[config.mk]
export PLATFORM = sky130hd
export DESIGN_NAME = led_driver_chain_serializer
export DESIGN_NICKNAME = d
export VERILOG_FILES = /design/src/lds_pkg.sv /design/src/lds_decode.sv /design/src/lds_serializer.sv /design/src/led_driver_chain_serializer.sv
export SDC_FILE = /design/constraint.sdc
export NUM_CORES = 1
export LEC_CHECK = 0
export BUFFER_PORTS_ARGS = -buffer_cell sky130_fd_sc_hd__buf_2
export CORE_MARGIN = 10
export CORE_UTILIZATION = 40
export CTS_BUF_LIST = sky130_fd_sc_hd__clkbuf_16
export DETAILED_ROUTE_END_ITERATION = 8
export PLACE_DENSITY = 0.64
export SLEW_MARGIN = 20
export SYNTH_ARGS = -nofsm -noshare
export SYNTH_HDL_FRONTEND = slang
export SYNTH_SLANG_ARGS = --single-unit
[constraint.sdc]
create_clock -name clock -period 7.55 [get_ports clock]
set_clock_uncertainty 0.2 [all_clocks]
set_input_delay 1.1325 -clock clock [delete_from_list [all_inputs] [get_ports clock]]
set_output_delay 1.1325 -clock clock [all_outputs]
set_load 0.05 [all_outputs]
[src/lds_pkg.sv]
// Types, constants and the segment table for the LED driver chain serializer.
package lds_pkg;

   // Field widths fixed by the command format.
   localparam int DEVICE_W = 2;
   localparam int BYTE_W   = 8;
   localparam int DIGIT_W  = 3;
   localparam int BIT_W    = 4;

   // Command modes.
   localparam logic MODE_RAW  = 1'b0;
   localparam logic MODE_CHAR = 1'b1;

   // Character ranges recognized in display mode.
   localparam logic [BYTE_W-1:0] CHAR_ZERO    = 8'h30;
   localparam logic [BYTE_W-1:0] CHAR_NINE    = 8'h39;
   localparam logic [BYTE_W-1:0] CHAR_UPPER_A = 8'h41;
   localparam logic [BYTE_W-1:0] CHAR_UPPER_F = 8'h46;
   localparam logic [BYTE_W-1:0] CHAR_LOWER_A = 8'h61;
   localparam logic [BYTE_W-1:0] CHAR_LOWER_F = 8'h66;
   localparam logic [BYTE_W-1:0] CODE_MAX     = 8'h0F;
   localparam logic [BYTE_W-1:0] HEX_LETTER   = 8'd10;

   // Last bit position within one 16-bit device word.
   localparam logic [BIT_W-1:0] BIT_LAST = 4'hF;

   // Decoded command handed from the decoder to the serializer.
   typedef struct packed {
      logic [BYTE_W-1:0]   address;
      logic [BYTE_W-1:0]   data;
      logic [DEVICE_W-1:0] device;
   } cmd_type;

   // Seven-segment pattern for a code of 0 to 15.
   function automatic logic [BYTE_W-1:0] seg_pattern(input logic [3:0] code);
      logic [BYTE_W-1:0] pattern;
      unique case (code)
         4'd0:    pattern = 8'h7E;
         4'd1:    pattern = 8'h30;
         4'd2:    pattern = 8'h6D;
         4'd3:    pattern = 8'h79;
         4'd4:    pattern = 8'h33;
         4'd5:    pattern = 8'h5B;
         4'd6:    pattern = 8'h5F;
         4'd7:    pattern = 8'h70;
         4'd8:    pattern = 8'h7F;
         4'd9:    pattern = 8'h7B;
         4'd10:   pattern = 8'h77;
         4'd11:   pattern = 8'h1F;
         4'd12:   pattern = 8'h4E;
         4'd13:   pattern = 8'h3D;
         4'd14:   pattern = 8'h4F;
         default: pattern = 8'h47;
      endcase
      return pattern;
   endfunction

endpackage

[src/lds_decode.sv]
// Command decoder: turns a raw or character command into an address and data byte.
module lds_decode (
   input  logic                         mode,
   input  logic [lds_pkg::DEVICE_W-1:0] device,
   input  logic [lds_pkg::BYTE_W-1:0]   reg_address,
   input  logic [lds_pkg::BYTE_W-1:0]   value,
   input  logic [lds_pkg::DIGIT_W-1:0]  digit,
   output lds_pkg::cmd_type             cmd
);

   logic [lds_pkg::BYTE_W-1:0] code_wide;
   logic [3:0]                 code;

   // Map the character, or a code already of 0 to 15, to a code of 0 to 15; anything else gives 0.
   always_comb begin
      priority if (value >= lds_pkg::CHAR_ZERO && value <= lds_pkg::CHAR_NINE) begin
         code_wide = value - lds_pkg::CHAR_ZERO;
      end else if (value >= lds_pkg::CHAR_LOWER_A && value <= lds_pkg::CHAR_LOWER_F) begin
         code_wide = value - lds_pkg::CHAR_LOWER_A + lds_pkg::HEX_LETTER;
      end else if (value >= lds_pkg::CHAR_UPPER_A && value <= lds_pkg::CHAR_UPPER_F) begin
         code_wide = value - lds_pkg::CHAR_UPPER_A + lds_pkg::HEX_LETTER;
      end else if (value <= lds_pkg::CODE_MAX) begin
         code_wide = value;
      end else begin
         code_wide = '0;
      end
      code = code_wide[3:0];
   end

   // Character mode writes the pattern to register digit plus one; raw mode passes the address and value through.
   always_comb begin
      cmd.device = device;
      if (mode == lds_pkg::MODE_CHAR) begin
         cmd.address = {{(lds_pkg::BYTE_W-lds_pkg::DIGIT_W){1'b0}}, digit} + 8'd1;
         cmd.data    = lds_pkg::seg_pattern(code);
      end else begin
         cmd.address = reg_address;
         cmd.data    = value;
      end
   end

endmodule

[src/lds_serializer.sv]
// Frame serializer: shifts one device word per chain slot out of a result register.
module lds_serializer #(
   parameter int CHAIN_DEVICES = 4
) (
   input  logic             clock,
   input  logic             reset,
   input  logic             cmd_valid,
   input  lds_pkg::cmd_type cmd,
   output logic             cmd_take,
   input  logic             rsp_stall,
   output logic             rsp_valid,
   output logic             rsp_serial_bit,
   output logic             rsp_frame_last
);

   localparam logic [lds_pkg::DEVICE_W-1:0] LAST_SLOT =
      lds_pkg::DEVICE_W'(CHAIN_DEVICES - 1);
   localparam logic [lds_pkg::DEVICE_W:0] CHAIN_N = (lds_pkg::DEVICE_W + 1)'(CHAIN_DEVICES);

   logic                         busy_ff, busy_in;
   logic [lds_pkg::DEVICE_W-1:0] slot_ff, slot_in;
   logic [lds_pkg::BIT_W-1:0]    bit_ff, bit_in;
   logic [2*lds_pkg::BYTE_W-1:0] word_ff, word_in;
   logic [lds_pkg::DEVICE_W-1:0] dev_ff, dev_in;
   logic                         match_ff, match_in;
   logic                         rsp_valid_ff, rsp_valid_in;
   logic                         rsp_bit_ff, rsp_bit_in;
   logic                         rsp_last_ff, rsp_last_in;
   logic                         out_adv;
   logic                         at_last;
   logic                         cur_bit;

   // Current bit: only the addressed slot carries data, MSB first.
   always_comb begin
      out_adv  = !rsp_valid_ff || !rsp_stall;
      at_last  = (slot_ff == LAST_SLOT) && (bit_ff == lds_pkg::BIT_LAST);
      cur_bit  = match_ff && (slot_ff == dev_ff) && word_ff[~bit_ff];
      cmd_take = cmd_valid && (!busy_ff || (out_adv && at_last));
   end

   // Advance the bit counter and fill the result register.
   always_comb begin
      busy_in      = busy_ff;
      slot_in      = slot_ff;
      bit_in       = bit_ff;
      word_in      = word_ff;
      dev_in       = dev_ff;
      match_in     = match_ff;
      rsp_valid_in = rsp_valid_ff;
      rsp_bit_in   = rsp_bit_ff;
      rsp_last_in  = rsp_last_ff;
      if (out_adv) begin
         rsp_valid_in = busy_ff;
         if (busy_ff) begin
            rsp_bit_in  = cur_bit;
            rsp_last_in = at_last;
            bit_in      = bit_ff + 4'd1;
            if (bit_ff == lds_pkg::BIT_LAST) begin
               slot_in = slot_ff + 2'd1;
            end
            if (at_last) begin
               busy_in = 1'b0;
            end
         end
      end
      // A new frame starts as soon as the previous one hands out its last bit.
      if (cmd_take) begin
         busy_in  = 1'b1;
         slot_in  = '0;
         bit_in   = '0;
         word_in  = {cmd.address, cmd.data};
         dev_in   = cmd.device;
         match_in = {1'b0, cmd.device} < CHAIN_N;
      end
   end

   // Only the busy and valid flags are reset; the counters and payload registers are not.
   always_ff @(posedge clock) begin
      if (reset) begin
         busy_ff      <= 1'b0;
         rsp_valid_ff <= 1'b0;
      end else begin
         busy_ff      <= busy_in;
         rsp_valid_ff <= rsp_valid_in;
      end
      slot_ff     <= slot_in;
      bit_ff      <= bit_in;
      word_ff     <= word_in;
      dev_ff      <= dev_in;
      match_ff    <= match_in;
      rsp_bit_ff  <= rsp_bit_in;
      rsp_last_ff <= rsp_last_in;
   end

   assign rsp_valid      = rsp_valid_ff;
   assign rsp_serial_bit = rsp_bit_ff;
   assign rsp_frame_last = rsp_last_ff;

endmodule

[src/led_driver_chain_serializer.sv]
// Top level of the LED driver chain serializer: input register, decoder and serializer.
//
// The req_ channel takes one command per transfer: a raw register write
// (mode 0) or a character for one digit (mode 1), aimed at one device slot.
// Each command produces a frame of CHAIN_DEVICES words of 16 bits, slot 0
// first, address byte then data byte, MSB first; every slot but the
// addressed one carries a zero word. A device index beyond the chain sends
// an all-zero frame. The rsp_ channel moves one bit per transfer, and
// rsp_frame_last marks the final bit so chip select can be released after it.
// When the block is idle, a command passes through the input register, the
// serializer's word register and the result register before its first bit appears.
// The serializer shifts one bit per cycle while the receiver does not stall; the
// next command is held in the input register and its frame follows the previous
// last bit without a gap, so a command can be taken while a frame is still shifting.
// When the receiver stalls, the result register holds its bit, the serializer
// waits, and req_stall rises once the input register is full.
// Synchronous reset empties the input register and the serializer.
module led_driver_chain_serializer #(
   parameter int CHAIN_DEVICES = 4
) (
   input  logic                         clock,
   input  logic                         reset,
   input  logic                         req_valid,
   output logic                         req_stall,
   input  logic                         req_mode,
   input  logic [lds_pkg::DEVICE_W-1:0] req_device,
   input  logic [lds_pkg::BYTE_W-1:0]   req_reg_address,
   input  logic [lds_pkg::BYTE_W-1:0]   req_value,
   input  logic [lds_pkg::DIGIT_W-1:0]  req_digit,
   output logic                         rsp_valid,
   input  logic                         rsp_stall,
   output logic                         rsp_serial_bit,
   output logic                         rsp_frame_last
);

   logic                         in_valid_ff, in_valid_in;
   logic                         in_mode_ff, in_mode_in;
   logic [lds_pkg::DEVICE_W-1:0] in_device_ff, in_device_in;
   logic [lds_pkg::BYTE_W-1:0]   in_address_ff, in_address_in;
   logic [lds_pkg::BYTE_W-1:0]   in_value_ff, in_value_in;
   logic [lds_pkg::DIGIT_W-1:0]  in_digit_ff, in_digit_in;
   logic                         req_take;
   logic                         cmd_take;
   lds_pkg::cmd_type             cmd;

   // The input register takes a transfer whenever it is empty or being drained.
   always_comb begin
      req_stall     = in_valid_ff && !cmd_take;
      req_take      = req_valid && !req_stall;
      in_valid_in   = req_take || (in_valid_ff && !cmd_take);
      in_mode_in    = in_mode_ff;
      in_device_in  = in_device_ff;
      in_address_in = in_address_ff;
      in_value_in   = in_value_ff;
      in_digit_in   = in_digit_ff;
      if (req_take) begin
         in_mode_in    = req_mode;
         in_device_in  = req_device;
         in_address_in = req_reg_address;
         in_value_in   = req_value;
         in_digit_in   = req_digit;
      end
   end

   always_ff @(posedge clock) begin
      if (reset) begin
         in_valid_ff <= 1'b0;
      end else begin
         in_valid_ff <= in_valid_in;
      end
      in_mode_ff    <= in_mode_in;
      in_device_ff  <= in_device_in;
      in_address_ff <= in_address_in;
      in_value_ff   <= in_value_in;
      in_digit_ff   <= in_digit_in;
   end

   // Decode the held command into an address and data byte.
   lds_decode u_decode (
      .mode        (in_mode_ff),
      .device      (in_device_ff),
      .reg_address (in_address_ff),
      .value       (in_value_ff),
      .digit       (in_digit_ff),
      .cmd         (cmd)
   );

   // Shift the frame out one bit per result transfer.
   lds_serializer #(
      .CHAIN_DEVICES (CHAIN_DEVICES)
   ) u_serializer (
      .clock          (clock),
      .reset          (reset),
      .cmd_valid      (in_valid_ff),
      .cmd            (cmd),
      .cmd_take       (cmd_take),
      .rsp_stall      (rsp_stall),
      .rsp_valid      (rsp_valid),
      .rsp_serial_bit (rsp_serial_bit),
      .rsp_frame_last (rsp_frame_last)
   );

endmodule

-- After elaboration in Yosys (flattened, before gate mapping)
Memories as Yosys holds them, arrays and structs flattened.
Index checks and enable logic that the tools add are counted.
W data, S select, Z words.
- flip-flop bits (word level): 51
- latch bits: 0
- memory bits (writable): 0
- memory bits (read-only): 112
- input bits: 26
- output and inout bits: 4
- word-level logic and storage cells: 66
- memories kept: 1
- add/sub/neg operators: 8
- multiply operators: 0
- divide/modulo/power cells: 0
- magnitude comparators: 8
- equality and inequality tests: 3
- shift-type cells: 0
- multiplexer cells: 11
- bitwise operators: 1
- reduce and logical (&&, ||, !) cells: 20
- memories (name ; words ; bits a word ; rd ports ; clocked after memory_dff ; wr ports ; RTL line ; source):
    (no name shown) ; 16 ; 7 ; 1 ; 0 ; 0 ; lds_pkg.sv:37 ; unique case (code)
- operators by type and width (cell ; number):
    $ge A8 B7 Y1 const B ; 2
    $le A8 B7 Y1 const B ; 2
    $mux W16 ; 1
    $mux W4 ; 4
    $sub A4 B1 Y4 const B ; 3
    $logic_and A1 B1 Y1 ; 9
    $add A4 B4 Y4 const B ; 2
    $ge A8 B6 Y1 const B ; 1
    $le A8 B4 Y1 const B ; 1
    $le A8 B6 Y1 const B ; 1
    $logic_not A1 Y1 ; 5
    $lt A4 B5 Y1 const B ; 1
    $mux W1 ; 5
    $add A3 B1 Y4 const B ; 1
    $add A4 B1 Y4 const B ; 1
    $bmux W1 S4 ; 1
    $eq A4 B4 Y1 const B ; 1
    $not A4 Y4 ; 1
    $logic_or A1 B1 Y1 ; 3
    $reduce_and A3 Y1 ; 1
    $add A2 B1 Y2 const B ; 1
    $eq A2 B2 Y1 ; 1
    $eq A2 B2 Y1 const B ; 1
    $reduce_and A2 Y1 ; 1
    $reduce_bool A2 Y1 ; 1

-- Longest topological paths before layout
Gate-level depths: netlist of the first run.
- depth after elaboration: 10
- gate-level depth with buffers: 11
- depth with buffers taken out: 11

-- Hierarchy
Synthesis of the first run repeated with hierarchy kept, for this count alone.
- cells, all modules: 198
- area, all modules: 2567.5 sq um
- modules (own cells, without submodules) (module ; times used ; cells an instance ; area each (sq um) ; sequential area each (sq um)):
    lds_serializer ; 1 ; 72 ; 1138.6 ; 760.7
    lds_decode ; 1 ; 100 ; 718.2 ; 0.0
    led_driver_chain_serializer ; 1 ; 26 ; 710.7 ; 680.7

-- Least setup slack after synthesis of the first run
Ideal clock, no wire load.
- kind: input to register
- start point: input port rsp_stall
- end point: register in_address_ff[0] (netlist bit) (enable)
- library setup time: 0.401 ns
- data arrival time: 2.871 ns
- data required time: 6.949 ns
- setup slack: 4.078 ns
- cell stages on the path: 6
- buffers on the path: 0
- cell sequence: and2_1 > o21ai_0 > inv_1 > nand2_1 > inv_1 > nor2_1
- word-level cells in the longest chain between the ends: 9
- RTL lines (element ; RTL line ; source):
    from (decl) ; led_driver_chain_serializer.sv:31 ; input logic rsp_stall,
    $logic_not A1 Y1 ; lds_serializer.sv:35 ; out_adv = !rsp_valid_ff || !rsp_stall;
    $logic_or A1 B1 Y1 ; lds_serializer.sv:35 ;
    $logic_and A1 B1 Y1 ; lds_serializer.sv:38 ; cmd_take = cmd_valid && (!busy_ff || (out_adv && at_last));
    $logic_or A1 B1 Y1 ; lds_serializer.sv:38 ;
    $logic_and A1 B1 Y1 ; lds_serializer.sv:38 ;
    $logic_not A1 Y1 ; led_driver_chain_serializer.sv:48 ; req_stall = in_valid_ff && !cmd_take;
    $logic_and A1 B1 Y1 ; led_driver_chain_serializer.sv:48 ;
    net req_stall ; led_driver_chain_serializer.sv:24 ; output logic req_stall,
    $logic_not A1 Y1 ; led_driver_chain_serializer.sv:49 ; req_take = req_valid && !req_stall;
    $logic_and A1 B1 Y1 ; led_driver_chain_serializer.sv:49 ;
    net req_take ; led_driver_chain_serializer.sv:42 ; logic req_take;
    to (signal assigned) ; led_driver_chain_serializer.sv:73 ; in_address_ff <= in_address_in;
    to (decl) ; led_driver_chain_serializer.sv:39 ; logic [lds_pkg::BYTE_W-1:0] in_address_ff, in_address_in;
The timed path passes the listed nets, and every way through them passes these cells.
A chain may end at the register's enable or synchronous reset.

-- Worst setup path in the final report of the first run
- start point: input port rsp_stall
- end point: output port req_stall
- word-level cells in the longest chain between the ends: 7
- RTL lines (element ; RTL line):
    $logic_not A1 Y1 ; lds_serializer.sv:35
    $logic_or A1 B1 Y1 ; lds_serializer.sv:35
    $logic_and A1 B1 Y1 ; lds_serializer.sv:38
    $logic_or A1 B1 Y1 ; lds_serializer.sv:38
    $logic_and A1 B1 Y1 ; lds_serializer.sv:38
    $logic_not A1 Y1 ; led_driver_chain_serializer.sv:48
    $logic_and A1 B1 Y1 ; led_driver_chain_serializer.sv:48
    to (decl) ; led_driver_chain_serializer.sv:24
Every way passes these cells.

==> results of run 1 <==
[final cells by class]
class | instances | area (um^2)
fillers | 543 | 3090
repair buffers | 30 | 153
well taps | 75 | 93.8
multi-input cells | 116 | 957
clock inverters | 3 | 41.3
flip-flops and latches | 51 | 1440
clock buffers | 5 | 125
inverters | 15 | 56.3
[flip-flops by register name, summed over array words and instances (netlist names)]
| name | cells |
|---|---|
| u_serializer.word_ff | 16 |
| in_address_ff | 8 |
| in_value_ff | 8 |
| u_serializer.bit_ff | 4 |
| in_digit_ff | 3 |
| in_device_ff | 2 |
| u_serializer.dev_ff | 2 |
| u_serializer.slot_ff | 2 |
| in_mode_ff | 1 |
| in_valid_ff | 1 |
| u_serializer.busy_ff | 1 |
| u_serializer.rsp_frame_last | 1 |
| u_serializer.rsp_serial_bit | 1 |
| u_serializer.rsp_valid | 1 |
[where the power goes]
group | total [W] | internal (W) | switching (W)
registers | 0.000349 | 0.000328 | 0.0000210
clock network | 0.000245 | 0.000155 | 0.0000897
logic | 0.0000805 | 0.0000443 | 0.0000362
total | 0.000674 | 0.000527 | 0.000147
[stage by stage]
| step | util | cells | setup slack (ns) |
|---|---|---|---|
| finish | 0.482 | 295 | 4.09 |
| global route | 0.482 | 295 | 4.01 |
| CTS | 0.481 | 295 | 4.08 |
| detailed placement | 0.453 | 287 | 4.09 |
| global placement | 0.453 | 287 | 4.20 |
| floorplan | - | 188 | 4.08 |
[layout by cell type, fill, tap and decap left out, types with 4 or more instances in the layout]
cell type  netlist  routed
xnor2_1          4       4
nor2_1          19      18
buf_2            1      29
clkbuf_16        0       5
nor2b_1          6       6
inv_1           15      16
edfxtp_1        42      42
o21ai_0          7       7
a21oi_1          6       6
ha_1            13      13
nand4_1          5       5
nand2_1          7       7
mux2i_1          4       4
mux4_2           5       5
dfxtp_1          9       9
[cells by family (layout without fill, tap and decap cells)]
family / count (synthesis) / after routing
adder cells (fa/ha/maj): 13 / 13
multiplexers: 13 / 13
AND/OR/NAND/NOR: 49 / 49
buffers and inverters: 21 / 53
XOR/XNOR: 7 / 7
flip-flops: 51 / 51
AO/OA/AOI/OAI: 34 / 34
[synthesized netlist by cell type (4+ instances only)]
cell	number	share of area
edfxtp_1	42	0.51
mux4_2	5	0.045
a21oi_1	6	0.012
nand2_1	7	0.011
ha_1	13	0.066
xnor2_1	4	0.014
dfxtp_1	9	0.073
o21ai_0	7	0.014
inv_1	15	0.023
nor2b_1	6	0.015
mux2i_1	4	0.016
nor2_1	19	0.029
nand4_1	5	0.013
[critical path, delay by kind of cell]
kind	cells	cell delay, ns
simple gates	2	0.26
buf+inv	4	0.47
compound gates	1	0.26
[layer usage]
metal,up-vias,track usage
li1,755,-
met1,703,0.106
met2,34,0.127
met3,6,0.0321
met4,0,0.0364
met5,-,0
[worst paths after layout]
| check | startpoint | end | slack (ns) |
|---|---|---|---|
| worst max-delay path | rsp_stall | req_stall | 4.09 |
| worst min-delay path | in_device_ff[0]$_DFFE_PP_ | u_serializer.dev_ff[0]$_DFFE_PP_ | 0.22 |
| worst max register to register | in_value_ff[0]$_DFFE_PP_ | u_serializer.word_ff[3]$_DFFE_PP_ | 4.45 |
| worst min register to register | in_device_ff[0]$_DFFE_PP_ | u_serializer.dev_ff[0]$_DFFE_PP_ | 0.22 |
==> results by group, run 1 <==
Outcome
  – Outcome: complete, no violations

Setup path
  – Crit-path max cell delay: 0.26 ns
  – Crit start category: primary input
  – Critical path type: in2out
  – Worst EP required: 6.22 ns
  – R2r worst-path depth: 10
  – Worst-path fanout max: 3
  – Crit path DAT: 2.13 ns
  – Crit. End Element: output port
  – CP max stage cell: o21ai_0
  – Critical-path cell list: buf_2, and2_1, o21ai_0, inv_1, nand2_1, inv_1, buf_2

Drt
  – Average vias per placed instance: 5.08
  – Total wire length: 4010 um
  – First drt pass iteration count: 4
  – Met3 wire length: 273 um
  – Routed WL per cell: 13.6 um
  – Top layer in use: met4
  – Drt first-iter violations: 83
  – Routed Antenna Nets: 0
  – Via count: 1498
  – DRC viols: 0
  – Wire length on met1: 1860 um
  – Routed met2 length: 1810 um

Timing
  – RSZ-0062 raised after global routing: false
  – Max Slew Vio Count: 0
  – Fmax: 0.289 GHz
  – Final hold slack: 0.224 ns
  – Post-route clock period utilization: 0.458
  – Post-layout min period: 3.46 ns
  – Setup TNS: 0 ns
  – Setup Viol. Count Final: 0
  – Hold Violations, Final: 0
  – Worst slew pin tran: 0.730 ns
  – Slew Limit Headroom: 0.513

Clock network
  – Root buffer cell: clkbuf_16
  – Clock Latency Late Sink: 0.28 ns
  – CTS buffer count: 5
  – PostCTS Resize Cnt: 0
  – # H-tree levels: 2
  – CTS tree: done
  – Clk slew on worst S/H paths: 0.06 ns
  – Hold-fix buffers, CTS: 0
  – Post-CTS Setup Bufs: 0
  – Clock tree sinks: 51
  – Maximum buffer depth of the clock tree: 2

Place
  – Dpl cell area: 2700 um^2
  – IO buf count: 29
  – Placer congestion estimate: 0.801
  – DP HPWL: 3000 um

Synthesis
  – Async set-reset flop share out of synthesis: 0
  – Post-synth cell types: 45
  – Cells after Synth: 188
  – Sequential area share after synthesis: 0.582
  – Ys Warns: 0
  – XOR/XNOR Fraction of Synth Area: 0.0247
  – Synth Cell Area: 2480 um^2
  – Top_reg_cell synth: edfxtp_1
  – Adder-cell share of the synthesized area: 0.0656
  – Simple-Gate Fraction of Synth Area: 0.107
  – Post-synth EDFFs: 42
  – Mux contribution to synthesized area: 0.0873
  – Combinational family with the most area after synthesis: simple AND/OR/NAND/NOR gates
  – Synth Area in Compound Gates: 0.0984
  – Syn_nets: 227
  – FF+latch count, synth: 51
  – Syn avg cell area: 13.2 um^2

Floorplanning
  – Die W: 98.7 um
  – Io pins: 30
  – Die ar.: 9750 um^2
  – Area of the core: 5960 um^2
  – # rows: 28
  – Initial core utilization: 0.416
  – Die H: 98.7 um

Cells and area
  – Nets: 258
  – Share of post-route cells with drive strength above 1: 0.245
  – Layout Area Growth over Synthesis: 15.7%
  – Ant. Diodes: 0
  – Design area: 2870 um^2

Min path
  – HP Class: reg2reg
  – Cell depth of the worst hold path: 0

Global routing
  – GRT Util Overall: 0.0844
  – Vias in the first global route: 1517
  – First-pass GRT wire length: 6840 um
  – Grt ovf: 0
  – Largest net degree at the start of global routing: 25
  – Initial antenna violation count: 0

Pwr
  – Pwr Density: 235 nW/um^2
  – Total power: 0.000674 W
  – Max IR drop VDD: 0.000161 V
  – Lkg Pwr: 1.14 nW

Run
  – Max-Cap Viols: 0
No activity file was read; power rests on OpenSTA's default activity.
==> inputs of run 2 (changes only) <==
--- a/config.mk
+++ b/config.mk
@@ -5,6 +5,7 @@
 export SDC_FILE = /design/constraint.sdc
 export NUM_CORES = 1
 export LEC_CHECK = 0
+export ABC_AREA = 1
 export BUFFER_PORTS_ARGS = -buffer_cell sky130_fd_sc_hd__buf_2
 export CORE_MARGIN = 10
 export CORE_UTILIZATION = 40
==> constraint.sdc (replaced) <==
create_clock -name clock -period 3.2 [get_ports clock]
set_clock_uncertainty 0.2 [all_clocks]
set_input_delay 0.48 -clock clock [delete_from_list [all_inputs] [get_ports clock]]
set_output_delay 0.48 -clock clock [all_outputs]
set_load 0.05 [all_outputs]
==> run 2 against run 1 <==
Against the previous run:
- hold slack got worse by 0.058 ns
- count of clock-buffer cells in the layout unchanged
- synthesized cell count up 37%
- clock power increased by 110%
- final cell count increased by 25%
- critical path type is now reg2out
- critical endpoint unchanged
==> results by group, run 2 <==
Timing
  – Slew Limit Headroom: 0.614
  – Max Slew Vio Count: 0
  – Fmax: 0.398 GHz
  – Post-layout min period: 2.51 ns
  – Setup Viol. Count Final: 0
  – Post-route clock period utilization: 0.785
  – Hold Violations, Final: 0
  – Worst slew pin tran: 0.579 ns
  – RSZ-0062 raised after global routing: false
  – Setup TNS: 0 ns

Synthesis
  – Top cells by area, synth: edfxtp_1 (50%), nand2_1 (7.3%), dfxtp_1 (7.2%)
  – XOR/XNOR Fraction of Synth Area: 0.0209
  – Combinational family with the most area after synthesis: simple AND/OR/NAND/NOR gates
  – Post-synth cell types: 28
  – Ys Warns: 0
  – Top cells by count, synth: nand2_1 (49), edfxtp_1 (42), nor2_1 (34), inv_1 (32), nand3_1 (17)
  – Top cell type's share of synthesized area: 0.503
  – Cells after Synth: 257
  – Sequential area share after synthesis: 0.575
  – Mux contribution to synthesized area: 0.00449
  – Post-synth EDFFs: 42
  – Adder-cell share of the synthesized area: 0.0648
  – Cell taking the most area after synthesis: edfxtp_1
  – Synth Area in Compound Gates: 0.0648
  – FF+latch count, synth: 51
  – Syn_nets: 296
  – Async set-reset flop share out of synthesis: 0
  – Syn avg cell area: 9.76 um^2
  – Most common cell in the netlist: nand2_1
  – Simple-Gate Fraction of Synth Area: 0.209
  – Top_reg_cell synth: edfxtp_1
  – Synth Cell Area: 2510 um^2

Setup path
  – Crit path launch: u_serializer.bit_ff[0]$_SDFFE_PP0P_
  – Crit path buffers/inverters: 2
  – Critical path type: reg2out
  – CP dominant cell by count: nor2_1
  – CP endpoint: req_stall
  – Crit-path max cell delay: 0.44 ns
  – Critical-path cell list: ha_1, nand3_1, nor2_1, a21oi_1, inv_1, nor2_1, buf_2
  – Crit. End Element: output port
  – Worst r2r src: in_value_ff[0]$_DFFE_PP_
  – Capturing point of the worst reg2reg path: u_serializer.word_ff[6]$_DFFE_PP_
  – Crit path DAT: 1.83 ns
  – CP delay by family, top: flip-flops
  – CP max stage cell: dfxtp_1
  – Worst EP required: 2.52 ns
  – Crit start category: flip-flop
  – R2r worst-path depth: 15
  – Worst-path fanout max: 12
  – CP Depth: 7
  – R2R Setup Slk: 0.76 ns

Cells and area
  – Most frequent cells in the layout: nand2_1 (49), edfxtp_1 (42), nor2_1 (34)
  – Largest Register: u_serializer.word_ff
  – Share of post-route cells with drive strength above 1: 0.181
  – Nets: 331
  – Ant. Diodes: 0
  – Multi-input gate area: 915 um^2
  – Fillers: 547
  – Most common cell after layout, fill and taps aside: nand2_1
  – Final cell count without fillers: 368
  – Layout Area Growth over Synthesis: 15.1%
  – Biggest regs: u_serializer.word_ff (16), in_address_ff (8), in_value_ff (8)
  – Sequential cell area: 1440 um^2
  – Max reg flops: 16

Drt
  – Via count: 1721
  – First drt pass iteration count: 4
  – Total wire length: 4310 um
  – Routed Antenna Nets: 0
  – Average vias per placed instance: 4.68
  – Routed WL per cell: 11.7 um
  – DRC viols: 0
  – Drt first-iter violations: 114

Clock network
  – PostCTS Resize Cnt: 0
  – Clock Latency Late Sink: 0.29 ns
  – Clk slew on worst S/H paths: 0.07 ns
  – Clock tree sinks: 51
  – Maximum buffer depth of the clock tree: 2
  – CTS buffer count: 5
  – # H-tree levels: 2
  – Post-CTS Setup Bufs: 0
  – Hold-fix buffers, CTS: 0
  – Root buffer cell: clkbuf_16
  – CTS tree: done

Floorplanning
  – Io pins: 30
  – Die H: 99.2 um
  – Area of the core: 5990 um^2
  – Die ar.: 9840 um^2
  – Die W: 99.2 um
  – Initial core utilization: 0.419
  – # rows: 28

Place
  – DP HPWL: 3230 um
  – Placed insts: 360
  – IO buf count: 29
  – Placer congestion estimate: 0.835

Global routing
  – Grt ovf: 0
  – Largest net degree at the start of global routing: 23
  – GRT Util Overall: 0.0908
  – Initial antenna violation count: 0
  – First-pass GRT wire length: 7560 um
  – Vias in the first global route: 1714

Pwr
  – Pwr Density: 520 nW/um^2
  – Lkg Pwr: 1.27 nW
  – Max IR drop VDD: 0.000390 V

Run
  – Max-Cap Viols: 0

Outcome
  – Outcome: complete, no violations

Min path
  – HP Class: in2reg
==> run 2: layout make-up <==
class,instances,area share
Sequential cell,51,0.499
Multi-Input combinational cell,168,0.317
Timing Repair Buffer,31,0.0555
Inverter,35,0.0459
Clock buffer,5,0.0433
Tap cell,75,0.0325
Clock inverter,3,0.00693
==> run 2: worst min path at each step <==
| stage | start | end | slack (ns) | cells past startpoint |
|---|---|---|---|---|
| floorplan | in_device_ff[0]$_DFFE_PP_ | u_serializer.dev_ff[0]$_DFFE_PP_ | 0.20 | 0 |
| CTS | req_digit[1] | in_digit_ff[1]$_DFFE_PP_ | 0.16 | 1 |
| finish | req_digit[1] | in_digit_ff[1]$_DFFE_PP_ | 0.17 | 1 |
| global placement | in_device_ff[0]$_DFFE_PP_ | u_serializer.dev_ff[0]$_DFFE_PP_ | 0.20 | 0 |
| global route | req_reg_address[3] | in_address_ff[3]$_DFFE_PP_ | 0.16 | 1 |
| detailed placement | in_device_ff[0]$_DFFE_PP_ | u_serializer.dev_ff[0]$_DFFE_PP_ | 0.21 | 0 |
==> run 2: worst register-to-register path: cells and delay by family (launching register included) <==
| kind | cells | cell delay (ns) |
|---|---|---|
| buffers and inverters | 2 | 0.25 |
| adders and majority gates | 2 | 0.42 |
| DFF | 1 | 0.45 |
| and+or+nand+nor | 11 | 0.87 |
==> run 2: power by group <==
group          total, W  switching, W  leakage, nW  internal [W]
registers      0.000803     0.0000349        0.475      0.000768
clock network  0.000512      0.000223       0.0716      0.000289
logic          0.000185      0.000115        0.722     0.0000701
total           0.00150      0.000373         1.27       0.00113
==> run 2: cells by family after synthesis <==
kind of cell | after synthesis
compound gates | 30
xor+xnor | 6
fa+ha+maj | 13
buf+inv | 38
flops | 51
mux | 1
simple gates | 118
==> run 2: through the flow <==
| step | power, W | worst slack [ns] | hold WS [ns] | area, um^2 | util |
|---|---|---|---|---|---|
| floorplan | 0.000946 | 0.478 | 0.200 | 2510 | - |
| global placement | 0.000998 | 0.834 | 0.204 | 2740 | 0.458 |
| detailed placement | 0.00100 | 0.786 | 0.206 | 2740 | 0.458 |
| CTS | 0.00151 | 0.691 | 0.160 | 2890 | 0.482 |
| global route | 0.00159 | 0.507 | 0.156 | 2890 | 0.482 |
| finish | 0.00150 | 0.689 | 0.166 | 2890 | 0.482 |
==> run 2: metal layers <==
| metal | global-route usage | vias up | part of all wire |
|---|---|---|---|
| li1 | - | 915 | - |
| met1 | 0.115 | 758 | 0.48 |
| met2 | 0.143 | 43 | 0.45 |
| met3 | 0.0291 | 5 | 0.066 |
| met4 | 0.0298 | 0 | 0.0098 |
| met5 | 0 | - | 0 |
